<file path="config.mk">
export PLATFORM = sky130hd
export DESIGN_NAME = mac_address_text_scanner_core
export DESIGN_NICKNAME = d
export VERILOG_FILES = /design/src/hdl/mats_pkg.sv /design/src/hdl/mats_front.sv /design/src/hdl/mats_queue.sv /design/src/hdl/mats_back.sv /design/src/hdl/mac_address_text_scanner_core.sv
export SDC_FILE = /design/constraint.sdc
export NUM_CORES = 1
export LEC_CHECK = 0
export BUFFER_PORTS_ARGS = -buffer_cell sky130_fd_sc_hd__buf_2
export CAP_MARGIN = 30
export CORE_MARGIN = 2
export CORE_UTILIZATION = 44
export DETAILED_ROUTE_END_ITERATION = 12
export PLACE_DENSITY = 0.63
export REMOVE_ABC_BUFFERS = 1
export SLEW_MARGIN = 20
export SYNTH_ARGS = -nofsm -noshare
export SYNTH_HDL_FRONTEND = slang
export SYNTH_SLANG_ARGS = --single-unit
</file>
<file path="constraint.sdc">
create_clock -name aclk -period 12.9 [get_ports aclk]
set_clock_uncertainty 0.1 [all_clocks]
set_input_delay 3.225 -clock aclk [delete_from_list [all_inputs] [get_ports aclk]]
set_output_delay 3.225 -clock aclk [all_outputs]
set_load 0.05 [all_outputs]
</file>
<file path="src/hdl/mats_pkg.sv">
// Shared types, character codes and helper functions for the MAC address text scanner.
// No dependencies; every other file in hdl/ refers to this package by scoped names.
package mats_pkg;

    localparam int TEXT_DEPTH    = 17;
    localparam int TEXT_IDX_W    = $clog2(TEXT_DEPTH);
    localparam int POS_W         = $clog2(TEXT_DEPTH + 1);
    localparam int QUEUE_DEPTH   = 2;
    localparam int CHAR_W        = 8;
    localparam int NUM_W         = 16;
    localparam int OUT_TDATA_W   = CHAR_W + NUM_W;

    localparam logic [2:0]       GROUPS_NEEDED = 3'd6;
    localparam logic [2:0]       LAST_GROUP    = 3'd5;
    localparam logic [NUM_W-1:0] COUNT_MAX     = 16'hFFFF;

    localparam logic [CHAR_W-1:0] CHAR_COLON = 8'h3A;
    localparam logic [CHAR_W-1:0] CHAR_DASH  = 8'h2D;
    localparam logic [CHAR_W-1:0] CHAR_0     = 8'h30;
    localparam logic [CHAR_W-1:0] CHAR_9     = 8'h39;
    localparam logic [CHAR_W-1:0] CHAR_LA    = 8'h61;
    localparam logic [CHAR_W-1:0] CHAR_LF    = 8'h66;
    localparam logic [CHAR_W-1:0] CHAR_UA    = 8'h41;
    localparam logic [CHAR_W-1:0] CHAR_UF    = 8'h46;
    localparam logic [CHAR_W-1:0] CHAR_SPACE = 8'h20;
    localparam logic [CHAR_W-1:0] CHAR_TAB   = 8'h09;
    localparam logic [CHAR_W-1:0] CHAR_CR    = 8'h0D;

    // One finished address waiting to be sent out
    typedef struct packed {
        logic [TEXT_DEPTH-1:0][CHAR_W-1:0] text;
        logic [POS_W-1:0]                  len;
        logic [NUM_W-1:0]                  number;
    } emit_entry_t;

    typedef struct packed {
        logic        valid;
        emit_entry_t entry;
    } push_t;

    function automatic logic is_hex(input logic [CHAR_W-1:0] c);
        return (c >= CHAR_0 && c <= CHAR_9) || (c >= CHAR_LA && c <= CHAR_LF) ||
               (c >= CHAR_UA && c <= CHAR_UF);
    endfunction

    function automatic logic is_blank(input logic [CHAR_W-1:0] c);
        return (c == CHAR_SPACE) || (c >= CHAR_TAB && c <= CHAR_CR);
    endfunction

endpackage

</file>
<file path="src/hdl/mats_front.sv">
// Front end: takes input items, runs the address recognizer, holds the candidate text.
// Hands each finished address to the queue as one entry. Depends on mats_pkg.
module mats_front (
    input  logic                        aclk,
    input  logic                        aresetn,
    input  logic                        s_tvalid,
    output logic                        s_tready,
    input  logic [mats_pkg::CHAR_W-1:0] s_tdata,   // [7:0] in_char
    input  logic                        s_tuser,   // [0] end_of_text
    input  logic                        cfg_valid,
    output logic                        cfg_ready,
    input  logic                        cfg_data,
    input  logic                        q_full,
    output mats_pkg::push_t             push
);

    logic [mats_pkg::TEXT_DEPTH-1:0][mats_pkg::CHAR_W-1:0] text_reg;
    logic [mats_pkg::POS_W-1:0] pos_reg, pos_next, e_pos;
    logic [1:0]                 dig_reg, dig_next, e_dig;
    logic [2:0]                 grp_reg, grp_next, e_grp;
    logic                       cmp_reg, cmp_next, e_cmp;
    logic [mats_pkg::NUM_W-1:0] found_reg, found_next, found_inc;
    logic                       dash_reg;
    logic                       pend, accept, text_we, sep;
    logic [mats_pkg::CHAR_W-1:0] c;

    assign cfg_ready = 1'b1;
    assign c         = s_tdata;
    // stall only when a finished address must go into a full queue
    assign pend      = (grp_reg == mats_pkg::GROUPS_NEEDED) && cmp_reg;
    assign s_tready  = !(pend && q_full);
    assign accept    = s_tvalid && s_tready;
    assign sep       = (c == mats_pkg::CHAR_COLON) || ((c == mats_pkg::CHAR_DASH) && dash_reg);
    assign found_inc = (found_reg != mats_pkg::COUNT_MAX) ? found_reg + 16'd1 : found_reg;

    always_comb begin
        // a pending address is sent and cleared before this item is scanned
        e_pos = pend ? '0 : pos_reg;
        e_dig = pend ? '0 : dig_reg;
        e_grp = pend ? '0 : grp_reg;
        e_cmp = pend ? 1'b0 : cmp_reg;

        pos_next   = pos_reg;
        dig_next   = dig_reg;
        grp_next   = grp_reg;
        cmp_next   = cmp_reg;
        found_next = found_reg;
        text_we    = 1'b0;

        push.valid        = accept && pend;
        push.entry.text   = text_reg;
        push.entry.len    = pos_reg;
        push.entry.number = found_inc;

        if (accept) begin
            pos_next = e_pos;
            dig_next = e_dig;
            grp_next = e_grp;
            cmp_next = e_cmp;
            if (pend) begin
                found_next = found_inc;
            end
            if (s_tuser) begin
                pos_next   = '0;
                dig_next   = '0;
                grp_next   = '0;
                cmp_next   = 1'b0;
                found_next = '0;
            end else if (!mats_pkg::is_blank(c)) begin
                if (mats_pkg::is_hex(c) && e_dig < 2'd2 && e_grp < mats_pkg::GROUPS_NEEDED) begin
                    if (e_pos >= mats_pkg::POS_W'(mats_pkg::TEXT_DEPTH)) begin
                        pos_next = '0;
                        dig_next = '0;
                        grp_next = '0;
                        cmp_next = 1'b0;
                    end else begin
                        text_we  = 1'b1;
                        pos_next = e_pos + mats_pkg::POS_W'(1);
                        dig_next = e_dig + 2'd1;
                        if (e_grp == mats_pkg::LAST_GROUP && e_dig == 2'd1) begin
                            grp_next = mats_pkg::GROUPS_NEEDED;
                            cmp_next = 1'b1;
                        end
                    end
                end else if (sep && e_dig != 2'd0) begin
                    if (e_pos >= mats_pkg::POS_W'(mats_pkg::TEXT_DEPTH)) begin
                        pos_next = '0;
                        dig_next = '0;
                        grp_next = '0;
                        cmp_next = 1'b0;
                    end else begin
                        text_we  = 1'b1;
                        pos_next = e_pos + mats_pkg::POS_W'(1);
                        dig_next = '0;
                        grp_next = e_grp + 3'd1;
                    end
                end else begin
                    pos_next = '0;
                    dig_next = '0;
                    grp_next = '0;
                    cmp_next = 1'b0;
                end
            end else if (e_grp == mats_pkg::LAST_GROUP && e_dig != 2'd0) begin
                // whitespace ends a one-digit last group
                grp_next = mats_pkg::GROUPS_NEEDED;
                cmp_next = 1'b1;
            end else begin
                pos_next = '0;
                dig_next = '0;
                grp_next = '0;
                cmp_next = 1'b0;
            end
        end
    end

    always_ff @(posedge aclk) begin
        if (!aresetn) begin
            pos_reg   <= '0;
            dig_reg   <= '0;
            grp_reg   <= '0;
            cmp_reg   <= 1'b0;
            found_reg <= '0;
            dash_reg  <= 1'b0;
        end else begin
            pos_reg   <= pos_next;
            dig_reg   <= dig_next;
            grp_reg   <= grp_next;
            cmp_reg   <= cmp_next;
            found_reg <= found_next;
            if (cfg_valid && cfg_ready) begin
                dash_reg <= cfg_data;
            end
        end
    end

    always_ff @(posedge aclk) begin
        if (text_we) begin
            text_reg[e_pos[mats_pkg::TEXT_IDX_W-1:0]] <= c;
        end
    end

endmodule

</file>
<file path="src/hdl/mats_queue.sv">
// Small FIFO of finished addresses between the scanner front end and the output stage.
// Depends on mats_pkg for the entry type.
module mats_queue #(
    parameter int DEPTH = mats_pkg::QUEUE_DEPTH
) (
    input  logic                  aclk,
    input  logic                  aresetn,
    input  mats_pkg::push_t       push,
    input  logic                  pop,
    output logic                  q_valid,
    output logic                  q_full,
    output mats_pkg::emit_entry_t q_entry
);

    localparam int PTR_W = $clog2(DEPTH);
    localparam int CNT_W = $clog2(DEPTH + 1);

    mats_pkg::emit_entry_t slot_reg [DEPTH];
    logic [PTR_W-1:0] wr_ptr_reg, rd_ptr_reg;
    logic [CNT_W-1:0] cnt_reg;
    logic             do_push, do_pop;

    assign q_valid = (cnt_reg != '0);
    assign q_full  = (cnt_reg == CNT_W'(DEPTH));
    assign q_entry = slot_reg[rd_ptr_reg];
    assign do_push = push.valid && !q_full;
    assign do_pop  = pop && q_valid;

    always_ff @(posedge aclk) begin
        if (!aresetn) begin
            wr_ptr_reg <= '0;
            rd_ptr_reg <= '0;
            cnt_reg    <= '0;
        end else begin
            if (do_push) begin
                wr_ptr_reg <= (wr_ptr_reg == PTR_W'(DEPTH - 1)) ? '0 : wr_ptr_reg + PTR_W'(1);
            end
            if (do_pop) begin
                rd_ptr_reg <= (rd_ptr_reg == PTR_W'(DEPTH - 1)) ? '0 : rd_ptr_reg + PTR_W'(1);
            end
            if (do_push && !do_pop) begin
                cnt_reg <= cnt_reg + CNT_W'(1);
            end else if (do_pop && !do_push) begin
                cnt_reg <= cnt_reg - CNT_W'(1);
            end
        end
    end

    always_ff @(posedge aclk) begin
        if (do_push) begin
            slot_reg[wr_ptr_reg] <= push.entry;
        end
    end

endmodule

</file>
<file path="src/hdl/mats_back.sv">
// Output stage: walks the head queue entry one character per cycle into the output register
// while the output register is empty or m_tready is high. Depends on mats_pkg.
module mats_back (
    input  logic                             aclk,
    input  logic                             aresetn,
    input  logic                             q_valid,
    input  mats_pkg::emit_entry_t            q_entry,
    output logic                             pop,
    output logic                             m_tvalid,
    input  logic                             m_tready,
    output logic [mats_pkg::OUT_TDATA_W-1:0] m_tdata,  // [7:0] out_char, [23:8] address_number
    output logic                             m_tlast   // out_last
);

    logic [mats_pkg::TEXT_IDX_W-1:0]  idx_reg;
    logic                             valid_reg;
    logic [mats_pkg::OUT_TDATA_W-1:0] data_reg;
    logic                             last_reg;
    logic                             load, is_last;

    assign load    = q_valid && (!valid_reg || m_tready);
    assign is_last = (mats_pkg::POS_W'(idx_reg) + mats_pkg::POS_W'(1)) == q_entry.len;
    assign pop     = load && is_last;

    assign m_tvalid = valid_reg;
    assign m_tdata  = data_reg;
    assign m_tlast  = last_reg;

    always_ff @(posedge aclk) begin
        if (!aresetn) begin
            idx_reg   <= '0;
            valid_reg <= 1'b0;
        end else begin
            if (load) begin
                valid_reg <= 1'b1;
                idx_reg   <= is_last ? '0 : idx_reg + mats_pkg::TEXT_IDX_W'(1);
            end else if (m_tready) begin
                valid_reg <= 1'b0;
            end
        end
    end

    always_ff @(posedge aclk) begin
        if (load) begin
            data_reg <= {q_entry.number, q_entry.text[idx_reg]};
            last_reg <= is_last;
        end
    end

endmodule

</file>
<file path="src/hdl/mac_address_text_scanner_core.sv">
// Usage:
//   Input stream s_*: one text byte per item in s_tdata[7:0]; s_tuser high marks
//   end of text (byte ignored, a finished address is flushed, scanner and count reset).
//   Output stream m_*: one character of a found address per item, m_tdata[7:0] the
//   character, m_tdata[23:8] the address number within the text, m_tlast on its last
//   character. cfg_valid/cfg_data write accept_dash (dash as group separator).
//   Throughput: one input item per cycle. An address is released by the item after it
//   ends; that item pushes it into a two-entry queue. The output stage sends one
//   character per cycle (11 to 17 per address), so the queue port toward the front
//   sets the input rate: s_tready drops only when an address must be queued while both
//   queue slots still hold addresses, i.e. when the receiver stalls m_tready.
//   Path to the first character: a queue slot, then the output register.
//   Reset (aresetn low, synchronous) clears the scanner, the count, the queue, the
//   output valid flag and accept_dash. Candidate text storage is not cleared and needs
//   no clearing pass. A stalled receiver holds the current character; scanning goes on
//   until the queue fills.
// Top level; instantiates mats_front, mats_queue and mats_back, depends on mats_pkg.
module mac_address_text_scanner_core #(
    parameter int QUEUE_DEPTH = mats_pkg::QUEUE_DEPTH
) (
    input  logic                             aclk,
    input  logic                             aresetn,
    input  logic                             s_tvalid,
    output logic                             s_tready,
    input  logic [mats_pkg::CHAR_W-1:0]      s_tdata,   // [7:0] in_char
    input  logic                             s_tuser,   // [0] end_of_text
    output logic                             m_tvalid,
    input  logic                             m_tready,
    output logic [mats_pkg::OUT_TDATA_W-1:0] m_tdata,   // [7:0] out_char, [23:8] address_number
    output logic                             m_tlast,   // out_last
    input  logic                             cfg_valid,
    output logic                             cfg_ready,
    input  logic                             cfg_data   // accept_dash
);

    mats_pkg::push_t       push;
    mats_pkg::emit_entry_t q_entry;
    logic                  q_valid, q_full, pop;

    mats_front u_front (
        .aclk      (aclk),
        .aresetn   (aresetn),
        .s_tvalid  (s_tvalid),
        .s_tready  (s_tready),
        .s_tdata   (s_tdata),
        .s_tuser   (s_tuser),
        .cfg_valid (cfg_valid),
        .cfg_ready (cfg_ready),
        .cfg_data  (cfg_data),
        .q_full    (q_full),
        .push      (push)
    );

    mats_queue #(
        .DEPTH (QUEUE_DEPTH)
    ) u_queue (
        .aclk    (aclk),
        .aresetn (aresetn),
        .push    (push),
        .pop     (pop),
        .q_valid (q_valid),
        .q_full  (q_full),
        .q_entry (q_entry)
    );

    mats_back u_back (
        .aclk     (aclk),
        .aresetn  (aresetn),
        .q_valid  (q_valid),
        .q_entry  (q_entry),
        .pop      (pop),
        .m_tvalid (m_tvalid),
        .m_tready (m_tready),
        .m_tdata  (m_tdata),
        .m_tlast  (m_tlast)
    );

    // a finished address is never offered to a full queue
    a_no_overflow: assert property (@(posedge aclk) disable iff (!aresetn)
        !(push.valid && q_full))
        else $error("address pushed into full queue");

    a_reset_idle: assert property (@(posedge aclk)
        !aresetn |=> !m_tvalid)
        else $error("output valid after reset");

    // characters of one address follow without gaps
    a_no_gap: assert property (@(posedge aclk) disable iff (!aresetn)
        (m_tvalid && m_tready && !m_tlast) |=> m_tvalid)
        else $error("gap inside an address");

endmodule
</file>
**Yosys cells after proc, flatten, opt, wreduce, memory -nomap -nowiden**

Memory sizes are Yosys's and may differ from the RTL's. A register that Yosys moved wholly into a read port is not among the register bits.
Index checks and enable logic that the tools add are counted.

- Flip-flop bits (word level): 199
- Bits in writable memories: 314
- Bits of input ports: 15
- Output and inout port bits: 28
- Memories kept: 1

Memories:

| memory | depth | bits a word | rd ports | clocked after Yosys merged registers in | wr ports | line | RTL |
|---|---|---|---|---|---|---|---|
| u_queue.slot_reg | 2 | 157 | 1 | 1 | 1 | mats_queue.sv:18 | `mats_pkg::emit_entry_t slot_reg [DEPTH];` |

- Add/sub/neg operators: 9
- Magnitude comparators: 14
- Equality and inequality tests: 9
- Muxes and demuxes: 56
- Reductions and logical operators: 37

Operators with widths:

| operator | count |
|---|---|
| 136-bit bitwise mux | 1 |
| 16-bit 2-to-1 mux | 3 |
| 8-bit binary-select mux with 5-bit select | 1 |
| 8-bit demux with 5-bit select | 1 |
| 5-bit 2-to-1 mux | 8 |
| 3-bit 2-to-1 mux | 9 |
| 8-bit by 6-bit == test with 1-bit output (second input constant) | 3 |
| 1-bit 2-to-1 mux | 23 |
| 1-bit logical AND | 21 |
| 16-bit by 1-bit adder with 16-bit output (second input constant) | 1 |
| 8-bit by 7-bit greater-or-equal comparator with 1-bit output (second input constant) | 2 |
| 8-bit by 7-bit less-or-equal comparator with 1-bit output (second input constant) | 2 |
| 2-bit 2-to-1 mux | 8 |
| 8-bit 2-to-1 mux | 2 |
| 16-bit inequality test (second input constant) | 1 |
| 5-bit by 6-bit < comparator with 1-bit output (second input constant) | 2 |
| 5-bit by 1-bit adder with 5-bit output (second input constant) | 2 |
| 2-bit nonzero test | 5 |
| 8-bit by 4-bit greater-or-equal comparator with 1-bit output (second input constant) | 1 |
| 8-bit by 6-bit greater-or-equal comparator with 1-bit output (second input constant) | 1 |
| 8-bit by 4-bit less-or-equal comparator with 1-bit output (second input constant) | 1 |
| 8-bit by 6-bit less-or-equal comparator with 1-bit output (second input constant) | 1 |
| 3-bit == test (second input constant) | 2 |
| 5-bit == test | 1 |
| 13 further kinds | 23 |

**Logic depth before layout (Yosys ltp)**

Gate-level depths: netlist of the first run.

- Word-level depth: 11
- Mapped depth: 11
- Depth with buffers taken out: 9

**Hierarchy**

A second synthesis of the first run with hierarchy kept.

- Cells, all modules: 1,194
- Area, all modules: 20,310.7 sq um

Modules (own cells, without submodules):

| module | instances | cells each | area an instance (sq um) | sequential area each (sq um) |
|---|---|---|---|---|
| mats_queue | 1 | 513 | 11,604.9 | 9,529.1 |
| mats_front | 1 | 445 | 6,327.3 | 4,644.5 |
| mats_back | 1 | 236 | 2,378.5 | 870.8 |

**Worst setup path after synthesis of the first run**

No wires, ideal clock.

- Kind: input to register
- Start: in s_tvalid
- End: mem u_queue.slot_reg[0][0] (netlist bit), enable pin
- Library setup time: 0.677 ns
- Data arrival time: 9.882 ns
- Required time: 12.123 ns
- Setup slack: 2.241 ns
- Stages on the path: 2
- Buffers on the path: 0
- Cell sequence: nand3_2 nor2_1

- Word-level cells in the longest chain between the ends: 5

Ends and longest elaborated chain:

| element | line | RTL |
|---|---|---|
| start, declared | mac_address_text_scanner_core.sv:23 | `input logic s_tvalid,` |
| 1-bit logical AND | mats_front.sv:32 | `assign accept = s_tvalid && s_tready;` |
| 1-bit logical AND | mats_front.sv:50 | `push.valid = accept && pend;` |
| 1-bit logical AND | mats_queue.sv:26 | `assign do_push = push.valid && !q_full;` |
| 1-bit 2-to-1 mux | mats_queue.sv:50 | `if (do_push) begin` |
| 1-bit 2-to-1 mux (not written as such) | mats_queue.sv:51 | `slot_reg[wr_ptr_reg] <= push.entry;` |
| end, declared | mats_queue.sv:18 |  |

No other way between the ends.

**Worst setup path in the final report of the first run**

- Start: in s_tdata[3] (netlist bit)
- End: reg u_front.text_reg, in the netlist u_front.push[117], enable pin

- Word-level cells in the longest chain between the ends: 10

Ends and longest elaborated chain:

| element | line | RTL |
|---|---|---|
| start, declared | mac_address_text_scanner_core.sv:25 | `input logic [mats_pkg::CHAR_W-1:0] s_tdata,` |
| 8-bit by 6-bit greater-or-equal comparator with 1-bit output, or another cell as far along | mats_pkg.sv:42 | `return (c >= CHAR_0 && c <= CHAR_9) \|\| (c >= CHAR_LA && c <= CHAR_LF) \|\|` |
| 1-bit logical AND | mats_pkg.sv:42 |  |
| 1-bit logical OR (2 in series) | mats_pkg.sv:42 |  |
| 1-bit logical AND (2 in series) | mats_front.sv:70 | `if (mats_pkg::is_hex(c) && e_dig < 2'd2 && e_grp < mats_pkg::GROUPS_NEEDED) begin` |
| 1-bit 2-to-1 mux | mats_front.sv:70 |  |
| 1-bit 2-to-1 mux * | mats_front.sv:69 | `end else if (!mats_pkg::is_blank(c)) begin` |
| 1-bit 2-to-1 mux * | mats_front.sv:63 | `if (s_tuser) begin` |
| 1-bit 2-to-1 mux * | mats_front.sv:55 | `if (accept) begin` |
| end signal, assigned by index | mats_front.sv:138 | `text_reg[e_pos[mats_pkg::TEXT_IDX_W-1:0]] <= c;` |
| end, declared | mats_front.sv:17 | `logic [mats_pkg::TEXT_DEPTH-1:0][mats_pkg::CHAR_W-1:0] text_reg;` |

Every way passes the cells marked *; elsewhere a longest branch is shown, timed or not.
A chain may end at the register's enable or synchronous reset.

==> impl_table.tex, run 1 <==
\begin{tabular}{lr}
\hline
Metric & Value \\
\hline
\multicolumn{2}{l}{\textbf{Cells and area}} \\
\quad Area Overhead vs Synth & 13.0\% \\
\quad Area of combinational cells with multiple inputs & $\sim$4300 um\^{}2 \\
\quad Final non-filler cell total & 1759 \\
\quad Count of filler cells inserted in the layout & roughly 3500 \\
\quad Inserted Diodes & 0 \\
\quad Max reg flops & 314 \\
\quad Highest-count cells in the layout ignoring fill and taps & 475 x sky130\_fd\_sc\_hd\_\_edfxtp\_1, 70 x sky130\_fd\_sc\_hd\_\_nand2\_1, 52 x sky130\_fd\_sc\_hd\_\_clkbuf\_16 \\
\quad Most common library cell in the layout ignoring fill and taps & sky130\_fd\_sc\_hd\_\_edfxtp\_1 \\
\quad Number of nets in the finished design & between 1000 and 1500 \\
\quad Combined flip-flop and latch cell area & around 15000 um\^{}2 \\
\quad Share of cells above drive strength 1 & 0.186 \\
\multicolumn{2}{l}{\textbf{Global routing}} \\
\quad Pin count of the biggest net entering global routing & 75 \\
\quad Total global-route track usage & 0.168 \\
\quad Vias in the first global route & 9669 \\
\quad Final global-route overflow total & 0 \\
\quad Global-route wire length before repair & 58.8 mm \\
\quad Number of antenna violations at the first check in global routing & 1 \\
\multicolumn{2}{l}{\textbf{Synth}} \\
\quad Number of synthesized flops with an enable pin & about 480 \\
\quad Post-synth top flop & sky130\_fd\_sc\_hd\_\_edfxtp\_1 \\
\quad Library cells used by synthesis & 85 \\
\quad \#FFs+latches synth & between 500 and 600 \\
\quad Syn Area/Cell & 18.4 um\^{}2 \\
\quad Post-synthesis cell count & between 1000 and 1500 \\
\quad Syn. warnings & 0 \\
\quad Syn Std Cell Area & slightly below 20000 um\^{}2 \\
\quad Sequential area share after synthesis & 0.763 \\
\quad Fraction of synthesis flops using an asynchronous set or reset pin & 0 \\
\multicolumn{2}{l}{\textbf{Timing}} \\
\quad Tightest hold margin & $\sim$0.34 ns \\
\quad Max\_slew headroom & 0.374 \\
\quad Fmax achieved & 174 MHz \\
\quad Final count of negative-setup-slack endpoints & 0 \\
\quad Final Cycle Share & 0.447 \\
\quad RSZ-0062 raised after global routing & no \\
\quad Sum Neg Setup Slack & 0 ns \\
\quad Min Clock Period, post-route & between 5 and 6 ns \\
\quad Final Hold Violating Endpoints & 0 \\
\quad Worst Max-Slew Pin Slew & 0.940 ns \\
\quad Final count of pins violating max slew & 0 \\
\quad Final Worst Setup Slack & just over 7 ns \\
\multicolumn{2}{l}{\textbf{Detailed routing}} \\
\quad Ratio of routed vias to standard cells & roughly 5.4 \\
\quad First-pass iteration count of the detailed router & 5 \\
\quad Post-DR wirelength/cell & 22.0 um \\
\quad Post-detailed-routing wire length & a little under 40 mm \\
\quad DR iter-0 viols & 828 \\
\quad Number of nets with antenna violations after routing & 0 \\
\quad \# DRC & 0 \\
\quad Overall via count from detail\_route & between 9000 and 10000 \\
\multicolumn{2}{l}{\textbf{Setup path}} \\
\quad Crit path buffers/inverters & 1 \\
\quad Signal arrival time at the worst endpoint & a little under 6 ns \\
\quad Maximum fanout count along the critical path & 22 \\
\quad CP top delay family & simple AND/OR/NAND/NOR gates \\
\quad Element type at the critical path start & input pin \\
\quad Required arrival time at the worst endpoint & 13.02 ns \\
\quad Delay of the slowest cell on the worst path & 0.69 ns \\
\quad Critical Path End Type & register \\
\quad Crit-path cells & buf\_2 -> or3b\_1 -> nor4b\_2 -> o2111a\_1 -> nand2\_1 -> nor3\_2 \\
\quad Type of the worst setup path & in -> reg \\
\quad Slowest stage cell, crit path & sky130\_fd\_sc\_hd\_\_o2111a\_1 \\
\multicolumn{2}{l}{\textbf{Clocking}} \\
\quad Buffer depth of the longest clock path & 3 \\
\quad Depth of the CTS H-tree & 2 \\
\quad Num CTS Buffers & 50 \\
\quad Total of hold buffers inserted after clock tree synthesis & 0 \\
\quad PostCTS Resize Cnt & 0 \\
\quad Sink Count & 514 \\
\quad Later-pin clock latency in the skew report & about 0.59 ns \\
\quad Clock-pin transition on the worst setup and hold timing paths & $\sim$0.060 ns \\
\quad Post-CTS setup-driven buffer insertion count & 0 \\
\quad CTS tree & yes \\
\quad Clock root buffer & sky130\_fd\_sc\_hd\_\_clkbuf\_16 \\
\multicolumn{2}{l}{\textbf{Pwr}} \\
\quad Leakage power total & $\sim$7 nW \\
\quad Cell Pwr Density & 150 nW/um\^{}2 \\
\quad Worst ir drop on vdd & about 86 uV \\
\multicolumn{2}{l}{\textbf{Hold path}} \\
\quad Tightest Hold Check Type & reg -> reg \\
\multicolumn{2}{l}{\textbf{Placement}} \\
\quad Dpl cells & approximately 1700 \\
\quad Detailed placement HPWL & roughly 24 mm \\
\quad Pre-CTS setup slack & slightly above 6 ns \\
\quad Number of input and output port buffers inserted & slightly above 40 \\
\quad Weighted congestion reported at the end of routability-driven placement & just under 0.8 \\
\multicolumn{2}{l}{\textbf{Floorplanning}} \\
\quad Area of the die & 46500 um\^{}2 \\
\quad Initial Util & 0.446 \\
\quad Vertical die dimension & roughly 220 um \\
\quad Horiz. Die Dim & 216 um \\
\quad I/O pin count & 43 \\
\quad Number of rows created at floorplan & 77 \\
\quad Area of the placeable core & 44200 um\^{}2 \\
\multicolumn{2}{l}{\textbf{Job}} \\
\quad Maximum Capacitance Violations & 0 \\
\multicolumn{2}{l}{\textbf{Run status}} \\
\quad Outcome & finished clean \\
\hline
\end{tabular}
[kinds of logic (layout without fill, tap and decap cells)]
logic type	after synthesis	after routing	synth area share
simple gates	190	190	0.0510
other cells	1	1	0.000190
xor+xnor	22	22	0.00977
compound gates	140	140	0.0498
fa+ha+maj	9	9	0.00571
flops	514	514	0.763
mux	121	121	0.101
buf+inv	72	170	0.0192
[through the flow]
step	power (mW)	utilization	cell area [um^2]
2_1_floorplan	1.86	-	19400
3_3_place_gp	1.89	0.463	20500
3_5_place_dp	1.89	0.464	20500
4_1_cts	3.37	0.503	22200
5_1_grt	3.44	0.504	22300
6_report	3.34	0.504	22300
[power breakdown]
group	total, mW	internal (mW)	switching (mW)
Combinational	0.0491	0.0136	0.0355
Clock	1.49	0.872	0.617
Sequential	1.80	1.80	0.00301
Total	3.34	2.69	0.656
[cells in the mapped netlist (all sizes together), types with 3 or more instances]
cell,number,share of area
nand4,4,0.0013
xnor2,14,0.0062
edfxtp,475,0.72
mux2,20,0.011
or2,3,0.00095
buf,31,0.011
a22o,5,0.0022
a32oi,4,0.0018
inv,22,0.0042
nand3,16,0.0043
clkbuf,18,0.0034
nor2b,4,0.0013
mux4,56,0.066
nand2,70,0.013
a31oi,8,0.0025
a21o,8,0.0030
nor4,6,0.0022
ha,9,0.0057
nor2,30,0.0058
o41ai,3,0.0027
dfxtp,39,0.040
xor2,8,0.0036
o22ai,18,0.0060
nor3,11,0.0030
mux2i,45,0.023
o221ai,8,0.0036
o21ai,30,0.0076
o31ai,7,0.0027
nor4b,3,0.0024
and3,17,0.0056
a21oi,29,0.0076
nand2b,4,0.0013
or3,3,0.00095
nand3b,3,0.0011
[final timing paths]
kind	start	to	slack, ns	cells past startpoint
max reg2reg	u_front.grp_reg[1]$_SDFFE_PN0P_	u_front.push[117]$_DFFE_PP_	8.81	8
min	u_front.push[66]$_DFFE_PP_	u_queue.slot_reg[1][66]$_DFFE_PP_	0.34	0
max	s_tdata[3]	u_front.push[117]$_DFFE_PP_	7.14	6
min reg2reg	u_front.push[66]$_DFFE_PP_	u_queue.slot_reg[1][66]$_DFFE_PP_	0.34	0
[per-layer routing]
metal	vias to the layer above	global-route usage	wire length (um)	part of all wire
met3	49	0.0268	1990	0.051
li1	4392	-	-	-
met5	-	0	7	0.00018
met1	4861	0.236	17200	0.44
met4	2	0.0545	818	0.021
met2	278	0.270	18700	0.48
[layout make-up]
class,count,area share
clock buffers,60,0.0602
clock inverters,31,0.0173
inverters,23,0.00388
multi-input cells,483,0.194
flip-flops and latches,514,0.676
well taps,592,0.0333
repair buffers,56,0.0157
No activity file was read; power rests on OpenSTA's default activity.
==> inputs of run 2 (changes only) <==
==> constraint.sdc (replaced) <==
create_clock -name aclk -period 5.9 [get_ports aclk]
set_clock_uncertainty 0.1 [all_clocks]
set_input_delay 1.475 -clock aclk [delete_from_list [all_inputs] [get_ports aclk]]
set_output_delay 1.475 -clock aclk [all_outputs]
set_load 0.05 [all_outputs]
==> impl_table.tex, run 2 (synthesis results as in run 1) <==
\begin{tabular}{lr}
\hline
Metric & Value \\
\hline
\multicolumn{2}{l}{\textbf{Run status}} \\
\quad Outcome & finished clean \\
\multicolumn{2}{l}{\textbf{Timing}} \\
\quad Max\_slew headroom & 0.339 (-0.0344) \\
\quad Min Clock Period, post-route & 4.07 ns \\
\quad Final count of pins violating max slew & 0 (unchanged) \\
\quad Worst Max-Slew Pin Slew & 0.991 ns (+0.0516 ns) \\
\quad Final Hold Violating Endpoints & 0 (unchanged) \\
\quad RSZ-0062 raised after global routing & no \\
\quad Fmax achieved & approximately 250 MHz \\
\quad Final count of negative-setup-slack endpoints & 0 (unchanged) \\
\quad Final Cycle Share & 0.690 \\
\quad Tightest hold margin & 0.342 ns (-0.00116 ns) \\
\multicolumn{2}{l}{\textbf{Clocking}} \\
\quad Later-pin clock latency in the skew report & 0.58 ns (about the same) \\
\quad Clock root buffer & sky130\_fd\_sc\_hd\_\_clkbuf\_16 \\
\quad Buffer depth of the longest clock path & 3 (unchanged) \\
\quad Num CTS Buffers & 49 (-2.0\%) \\
\quad Post-CTS setup-driven buffer insertion count & 0 (unchanged) \\
\quad Depth of the CTS H-tree & 2 (unchanged) \\
\quad Sink Count & 514 (unchanged) \\
\quad CTS tree & yes \\
\quad Total of hold buffers inserted after clock tree synthesis & 0 (unchanged) \\
\quad PostCTS Resize Cnt & 0 (unchanged) \\
\quad Clock-pin transition on the worst setup and hold timing paths & 0.06 ns (about the same) \\
\multicolumn{2}{l}{\textbf{Setup path}} \\
\quad Delay of the slowest cell on the worst path & 0.71 ns (+0.02 ns) \\
\quad Crit-path cells & buf\_2 -> nor4b\_1 -> o211ai\_1 -> o22ai\_2 -> o2111a\_1 -> nand2\_1 -> nor4\_2 -> buf\_4 \\
\quad Signal arrival time at the worst endpoint & 4.25 ns (-1.63 ns) \\
\quad Element type at the critical path start & input pin \\
\quad Critical Path End Type & register \\
\quad Required arrival time at the worst endpoint & 6.08 ns (-6.94 ns) \\
\quad CP top delay family & compound AO/OA/AOI/OAI gates \\
\quad Instance count on the critical path & 8 (+2) \\
\quad Maximum fanout count along the critical path & 22 (unchanged) \\
\quad Crit path buffers/inverters & 2 (+1) \\
\quad R2R depth & 9 (+1) \\
\quad Type of the worst setup path & in -> reg \\
\quad Slowest stage cell, crit path & sky130\_fd\_sc\_hd\_\_o2111a\_1 \\
\quad Critical R2R Launch & u\_front.grp\_reg[1]\$\_SDFFE\_PN0P\_ \\
\quad CP Launch Point & s\_tdata[6] \\
\multicolumn{2}{l}{\textbf{Global routing}} \\
\quad Number of antenna violations at the first check in global routing & 0 (-1) \\
\quad Vias in the first global route & 9630 (-0.40\%) \\
\quad Final global-route overflow total & 0 (unchanged) \\
\quad Total global-route track usage & 0.165 (-0.00297) \\
\quad Pin count of the biggest net entering global routing & 151 (+100\%) \\
\quad Global-route wire length before repair & 58.2 mm (-1.0\%) \\
\multicolumn{2}{l}{\textbf{Placement}} \\
\quad Weighted congestion reported at the end of routability-driven placement & 0.790 (+0.85\%) \\
\quad Instance area at placement & 20500 um\^{}2 (about the same) \\
\quad Number of input and output port buffers inserted & 41 (unchanged) \\
\quad Detailed placement HPWL & 22.7 mm (-3.6\%) \\
\multicolumn{2}{l}{\textbf{Floorplanning}} \\
\quad I/O pin count & 43 (unchanged) \\
\quad Number of rows created at floorplan & 77 (unchanged) \\
\quad Area of the placeable core & 44200 um\^{}2 (unchanged) \\
\quad Initial Util & 0.446 (unchanged) \\
\quad Area of the die & 46500 um\^{}2 (unchanged) \\
\quad Vertical die dimension & 216 um (unchanged) \\
\quad Horiz. Die Dim & 216 um (unchanged) \\
\multicolumn{2}{l}{\textbf{Cells and area}} \\
\quad Number of nets in the finished design & 1150 (-0.17\%) \\
\quad Inserted Diodes & 0 (unchanged) \\
\quad Highest-count cells in the layout ignoring fill and taps & 475 x sky130\_fd\_sc\_hd\_\_edfxtp\_1, 70 x sky130\_fd\_sc\_hd\_\_nand2\_1, 49 x sky130\_fd\_sc\_hd\_\_clkbuf\_16 \\
\quad Most common library cell in the layout ignoring fill and taps & sky130\_fd\_sc\_hd\_\_edfxtp\_1 \\
\quad Count of filler cells inserted in the layout & 3588 (+2.0\%) \\
\quad Max reg flops & 314 (unchanged) \\
\quad Share of cells above drive strength 1 & 0.178 (-0.00756) \\
\quad Area Overhead vs Synth & 12.2\% \\
\quad Post-route standard cell area excluding fillers & 22100 um\^{}2 (-0.72\%) \\
\multicolumn{2}{l}{\textbf{Detailed routing}} \\
\quad \# DRC & 0 (unchanged) \\
\quad Met2 wire length & 17.8 mm (-4.4\%) \\
\quad Post-detailed-routing wire length & 37.9 mm (-1.8\%) \\
\quad Top routing layer in use & met4 \\
\quad DR iter-0 viols & 898 (+8.5\%) \\
\quad Overall via count from detail\_route & 9639 (+0.59\%) \\
\quad Total routed wire length on the met1 layer & 17.5 mm (+1.7\%) \\
\quad Ratio of routed vias to standard cells & 5.48 (+0.65\%) \\
\quad First-pass iteration count of the detailed router & 5 (unchanged) \\
\quad Post-DR wirelength/cell & 21.6 um (-1.7\%) \\
\quad Number of nets with antenna violations after routing & 0 (unchanged) \\
\quad Met3 wire length & 1.95 mm (-1.9\%) \\
\multicolumn{2}{l}{\textbf{Pwr}} \\
\quad Cell Pwr Density & 322 nW/um\^{}2 (+110\%) \\
\quad Total power & 7.12 mW (+110\%) \\
\quad Worst ir drop on vdd & 190 uV (+120\%) \\
\quad Leakage power total & 6.87 nW (-2.2\%) \\
\multicolumn{2}{l}{\textbf{Hold path}} \\
\quad Tightest Hold Check Type & reg -> reg \\
\quad Worst hold stages & 0 (unchanged) \\
\quad Hold path startpoint & u\_front.push[72]\$\_DFFE\_PP\_ \\
\multicolumn{2}{l}{\textbf{Job}} \\
\quad Maximum Capacitance Violations & 0 (unchanged) \\
\hline
\end{tabular}
[run 2: cell types whose count changed in the layout (fill, tap and decap cells not counted), sizes merged]
cell	delta
bufinv	-1
clkinvlp	-3
clkbuf	+5
clkinv	-4
inv	+2
[run 2: final cells by class]
| class | instances | area [um^2] | share of cell area |
|---|---|---|---|
| well taps | 592 | 741 | 0.0335 |
| flip-flops and latches | 514 | 15100 | 0.681 |
| repair buffers | 55 | 348 | 0.0157 |
| clock inverters | 25 | 263 | 0.0119 |
| inverters | 23 | 86.3 | 0.00390 |
| clock buffers | 66 | 1310 | 0.0592 |
| multi-input cells | 483 | 4320 | 0.195 |
[run 2: worst paths after layout]
path	to	slack (ns)
hold / removal	u_queue.slot_reg[0][72]$_DFFE_PP_	0.34
hold reg to reg	u_queue.slot_reg[0][72]$_DFFE_PP_	0.34
setup / recovery	u_front.push[152]$_DFFE_PP_	1.83
setup reg to reg	u_front.push[152]$_DFFE_PP_	1.90
[run 2: stage by stage]
stage               cells  setup TNS [ns]  setup WS, ns  utilization
finish               1758               0          1.83        0.500
global route         1758               0          1.57        0.500
CTS                  1757               0          1.84        0.500
detailed placement   1666               0          1.22        0.464
global placement     1666               0          1.36        0.464
floorplan            1020         -946.51         -3.01            -
[run 2: per-layer routing]
metal | up-vias | track usage
li1 | 4390 | -
met1 | 4926 | 0.240
met2 | 277 | 0.258
met3 | 46 | 0.0254
met4 | 0 | 0.0499
met5 | - | 0
[run 2: report_power, final]
group,internal [mW],switching (mW)
clock network,1.78,1.29
registers,3.94,0.00572
logic,0.0317,0.0762
total,5.75,1.37
==> inputs of run 3 (changes only) <==
--- a/config.mk
+++ b/config.mk
@@ -5,12 +5,13 @@
 export SDC_FILE = /design/constraint.sdc
 export NUM_CORES = 1
 export LEC_CHECK = 0
+export ABC_AREA = 1
 export BUFFER_PORTS_ARGS = -buffer_cell sky130_fd_sc_hd__buf_2
 export CAP_MARGIN = 30
 export CORE_MARGIN = 2
 export CORE_UTILIZATION = 44
 export DETAILED_ROUTE_END_ITERATION = 12
-export PLACE_DENSITY = 0.63
+export PLACE_DENSITY = 0.66
 export REMOVE_ABC_BUFFERS = 1
 export SLEW_MARGIN = 20
 export SYNTH_ARGS = -nofsm -noshare
==> constraint.sdc (replaced) <==
create_clock -name aclk -period 3.7 [get_ports aclk]
set_clock_uncertainty 0.1 [all_clocks]
set_input_delay 0.925 -clock aclk [delete_from_list [all_inputs] [get_ports aclk]]
set_output_delay 0.925 -clock aclk [all_outputs]
set_load 0.05 [all_outputs]
==> impl_table.tex, run 3 <==
\begin{tabular}{lr}
\hline
Metric & Value \\
\hline
\multicolumn{2}{l}{\textbf{Clocking}} \\
\quad Depth of the CTS H-tree & 2 (unchanged) \\
\quad Post-CTS setup-driven buffer insertion count & 0 (unchanged) \\
\quad CTS tree & yes \\
\quad Clock-pin transition on the worst setup and hold timing paths & 0.06 ns (about the same) \\
\quad Clock root buffer & sky130\_fd\_sc\_hd\_\_clkbuf\_16 \\
\quad PostCTS Resize Cnt & 0 (unchanged) \\
\quad Buffer depth of the longest clock path & 3 (unchanged) \\
\quad Sink Count & 514 (unchanged) \\
\quad Later-pin clock latency in the skew report & 0.58 ns (about the same) \\
\quad Total of hold buffers inserted after clock tree synthesis & 0 (unchanged) \\
\quad Num CTS Buffers & 49 (unchanged) \\
\multicolumn{2}{l}{\textbf{Synth}} \\
\quad Syn Std Cell Area & 19900 um\^{}2 (+0.93\%) \\
\quad Top post-synthesis cells by area & sky130\_fd\_sc\_hd\_\_edfxtp\_1 72\%, sky130\_fd\_sc\_hd\_\_nand2\_1 6.0\%, sky130\_fd\_sc\_hd\_\_dfxtp\_1 3.9\% \\
\quad Post-synthesis cell count & 1499 (+40\%) \\
\quad Library cell occupying the most area in the post-synthesis netlist & sky130\_fd\_sc\_hd\_\_edfxtp\_1 \\
\quad Syn Area/Cell & 13.3 um\^{}2 (-28\%) \\
\quad Syn. warnings & 0 (unchanged) \\
\quad \#FFs+latches synth & 514 (unchanged) \\
\quad Multiplexer area fraction after synthesis & 0.0211 (-0.0802) \\
\quad Largest family of logic cells by synthesized area & simple AND/OR/NAND/NOR gates \\
\quad Sequential area share after synthesis & 0.756 (-0.00700) \\
\quad Library cells used by synthesis & 47 (-45\%) \\
\quad Synth Area in Compound Gates & 0.0739 (+0.0241) \\
\quad Post-synth top flop & sky130\_fd\_sc\_hd\_\_edfxtp\_1 \\
\quad Leading post-synthesis cells by instance count & 475 x sky130\_fd\_sc\_hd\_\_edfxtp\_1, 318 x sky130\_fd\_sc\_hd\_\_nand2\_1, 134 x sky130\_fd\_sc\_hd\_\_nor2\_1 \\
\quad Xor and xnor area share after synthesis & 0.00836 (-0.00141) \\
\quad Fraction of synthesis flops using an asynchronous set or reset pin & 0 (unchanged) \\
\quad Number of synthesized flops with an enable pin & 475 (unchanged) \\
\quad Top-area cell type share of the netlist area & 0.717 (-0.00664) \\
\quad Fraction of the mapped netlist area in adder cells & 0.00566 (-0.0000524) \\
\quad Fraction of the mapped netlist area in simple logic gates & 0.108 (+0.0569) \\
\quad Most common cell in the netlist & sky130\_fd\_sc\_hd\_\_edfxtp\_1 \\
\multicolumn{2}{l}{\textbf{Floorplanning}} \\
\quad Number of rows created at floorplan & 77 (unchanged) \\
\quad Initial Util & 0.448 (+0.00218) \\
\quad Area of the die & 46900 um\^{}2 (+0.91\%) \\
\quad Area of the placeable core & 44400 um\^{}2 (+0.44\%) \\
\quad Horiz. Die Dim & 217 um (+0.45\%) \\
\quad Vertical die dimension & 217 um (+0.45\%) \\
\quad I/O pin count & 43 (unchanged) \\
\multicolumn{2}{l}{\textbf{Detailed routing}} \\
\quad Overall via count from detail\_route & 11600 (+21\%) \\
\quad Number of nets with antenna violations after routing & 0 (unchanged) \\
\quad Ratio of routed vias to standard cells & 5.26 (-4.1\%) \\
\quad Post-detailed-routing wire length & 42.9 mm (+13\%) \\
\quad First-pass iteration count of the detailed router & 5 (unchanged) \\
\quad \# DRC & 0 (unchanged) \\
\quad DR iter-0 viols & 1144 (+27\%) \\
\quad Post-DR wirelength/cell & 19.4 um (-10\%) \\
\multicolumn{2}{l}{\textbf{Pwr}} \\
\quad Cell-internal power & 9.24 mW (+61\%) \\
\quad Clock group share of total power & 0.441 (+0.010) \\
\quad Cell Pwr Density & 505 nW/um\^{}2 (+57\%) \\
\quad Sw Share & 0.195 (+0.00241) \\
\quad Sequential cell fraction of total power & 0.548 (-0.006) \\
\quad Leakage power total & 7.85 nW (+14\%) \\
\quad Combinational share of power & 0.012 (-0.003) \\
\quad Net switching component of the power & 2.24 mW (+63\%) \\
\quad Worst ir drop on vdd & 373 uV (+97\%) \\
\multicolumn{2}{l}{\textbf{Global routing}} \\
\quad Total global-route track usage & 0.182 (+0.0170) \\
\quad Number of antenna violations at the first check in global routing & 1 (+1) \\
\quad Final global-route overflow total & 0 (unchanged) \\
\quad Vias in the first global route & 11300 (+18\%) \\
\quad Pin count of the biggest net entering global routing & 158 (+4.6\%) \\
\quad Global-route wire length before repair & 65.3 mm (+12\%) \\
\multicolumn{2}{l}{\textbf{Cells and area}} \\
\quad Max reg flops & 314 (unchanged) \\
\quad Share of cells above drive strength 1 & 0.124 (-0.0544) \\
\quad Area Overhead vs Synth & 14.2\% \\
\quad Inserted Diodes & 0 (unchanged) \\
\quad Final non-filler cell total & 2213 (+26\%) \\
\quad Most common library cell in the layout ignoring fill and taps & sky130\_fd\_sc\_hd\_\_edfxtp\_1 \\
\quad Highest-count cells in the layout ignoring fill and taps & 475 x sky130\_fd\_sc\_hd\_\_edfxtp\_1, 318 x sky130\_fd\_sc\_hd\_\_nand2\_1, 131 x sky130\_fd\_sc\_hd\_\_nor2\_1 \\
\quad Number of nets in the finished design & 1607 (+40\%) \\
\quad Post-Route Utilization & 0.512 (+0.0116) \\
\multicolumn{2}{l}{\textbf{Setup path}} \\
\quad Maximum fanout count along the critical path & 14 (-36\%) \\
\quad Type of the worst setup path & reg -> reg \\
\quad Delay of the slowest cell on the worst path & 0.49 ns (-0.22 ns) \\
\quad Signal arrival time at the worst endpoint & 3.12 ns (-1.13 ns) \\
\quad Element type at the critical path start & register \\
\quad Critical Path End Type & register \\
\quad Required arrival time at the worst endpoint & 3.89 ns (-2.19 ns) \\
\quad Crit-path cells & nand4\_4 -> nand2\_1 -> inv\_1 -> ha\_1 -> nand3\_1 -> and2\_4 -> nand3\_4 -> inv\_6 -> nand2\_4 -> nor2\_1 -> buf\_4 \\
\quad Slowest stage cell, crit path & sky130\_fd\_sc\_hd\_\_dfxtp\_1 \\
\multicolumn{2}{l}{\textbf{Timing}} \\
\quad Final Cycle Share & 0.794 \\
\quad Final Hold Violating Endpoints & 0 (unchanged) \\
\quad Final count of negative-setup-slack endpoints & 0 (unchanged) \\
\quad Final Worst Setup Slack & 0.761 ns (-1.07 ns) \\
\quad Final count of pins violating max slew & 0 (unchanged) \\
\quad Min Clock Period, post-route & 2.94 ns \\
\quad Worst Max-Slew Pin Slew & 0.877 ns (-0.114 ns) \\
\quad RSZ-0062 raised after global routing & no \\
\quad Sum Neg Setup Slack & 0 ns (unchanged) \\
\quad Max\_slew headroom & 0.415 (+0.0758) \\
\quad Tightest hold margin & 0.340 ns (-0.00201 ns) \\
\quad Fmax achieved & between 300 and 400 MHz \\
\multicolumn{2}{l}{\textbf{Hold path}} \\
\quad Tightest Hold Check Type & reg -> reg \\
\multicolumn{2}{l}{\textbf{Placement}} \\
\quad Number of input and output port buffers inserted & 41 (unchanged) \\
\quad Detailed placement HPWL & 27.1 mm (+19\%) \\
\quad Pre-CTS setup slack & 0.277 ns (-0.940 ns) \\
\quad Weighted congestion reported at the end of routability-driven placement & 0.869 (+9.9\%) \\
\quad Dpl cells & 2124 (+27\%) \\
\multicolumn{2}{l}{\textbf{Job}} \\
\quad Maximum Capacitance Violations & 0 (unchanged) \\
\multicolumn{2}{l}{\textbf{Run status}} \\
\quad Outcome & finished clean \\
\hline
\end{tabular}
run 3: cell types whose count changed after synthesis, sizes merged, moves of 10 or more:
| cell | previous run | this run |
|---|---|---|
| nand2 | 70 | 323 |
| nor2 | 30 | 140 |
| o21ai | 30 | 108 |
| a21oi | 29 | 101 |
| mux4 | 56 | 0 |
| inv | 22 | 63 |
| mux2 | 20 | 0 |
| o22ai | 18 | 38 |
| nand3 | 16 | 35 |
| and3 | 17 | 0 |
| xnor2 | 14 | 2 |
| clkbuf | 18 | 28 |
run 3: layout make-up:
type | instances | area, um^2
Fill cell | 3647 | 21700
Timing Repair Buffer | 93 | 683
Inverter | 64 | 246
Tap cell | 592 | 741
Clock buffer | 59 | 1330
Multi-Input combinational cell | 861 | 4360
Sequential cell | 514 | 15000
Clock inverter | 30 | 327
run 3: cells by family (layout without fill, tap and decap cells):
family,after synthesis,count (layout)
flops,514,514
buf+inv,124,246
mux,42,42
compound gates,269,269
xor+xnor,19,19
other cells,1,1
fa+ha+maj,9,9
simple gates,521,521
run 3: critical path, delay by kind of cell (launching register included):
family / cells / cell delay [ns]
buffers and inverters: 3 / 0.43
and+or+nand+nor: 7 / 1.39
DFF: 1 / 0.49
adders and majority gates: 1 / 0.25
run 3: power by group through the flow:
stage	sequential (mW)	clock [mW]	combinational (mW)
after floorplan	6.41	0	0.0568
after global placement	6.41	0	0.132
after detailed placement	6.41	0	0.135
after CTS	6.28	5.14	0.136
after global routing	6.28	5.34	0.147
final	6.28	5.06	0.135
run 3: layer usage:
| layer | global-route usage | wire [um] | vias up |
|---|---|---|---|
| met2 | 0.299 | 20700 | 349 |
| met4 | 0.0530 | 956 | 0 |
| li1 | - | - | 5526 |
| met5 | 0 | 0 | - |
| met1 | 0.251 | 19000 | 5701 |
| met3 | 0.0292 | 2240 | 65 |
run 3: worst paths after layout:
path / end / slack (ns) / startpoint / depth (start not counted)
max reg2reg: u_front.push[25]$_DFFE_PP_ / 0.76 / u_front.grp_reg[1]$_SDFFE_PN0P_ / 11
max: u_front.push[25]$_DFFE_PP_ / 0.76 / u_front.grp_reg[1]$_SDFFE_PN0P_ / 11
min: u_queue.slot_reg[0][149]$_DFFE_PP_ / 0.34 / u_front.push[149]$_DFFE_PP_ / 0
min reg2reg: u_queue.slot_reg[0][149]$_DFFE_PP_ / 0.34 / u_front.push[149]$_DFFE_PP_ / 0
run 3: per-stage QoR:
stage	power [mW]	cell area, um^2
floorplan	6.47	19600
global placement	6.54	21100
detailed placement	6.54	21100
CTS	11.6	22700
global route	11.8	22700
finish	11.5	22700
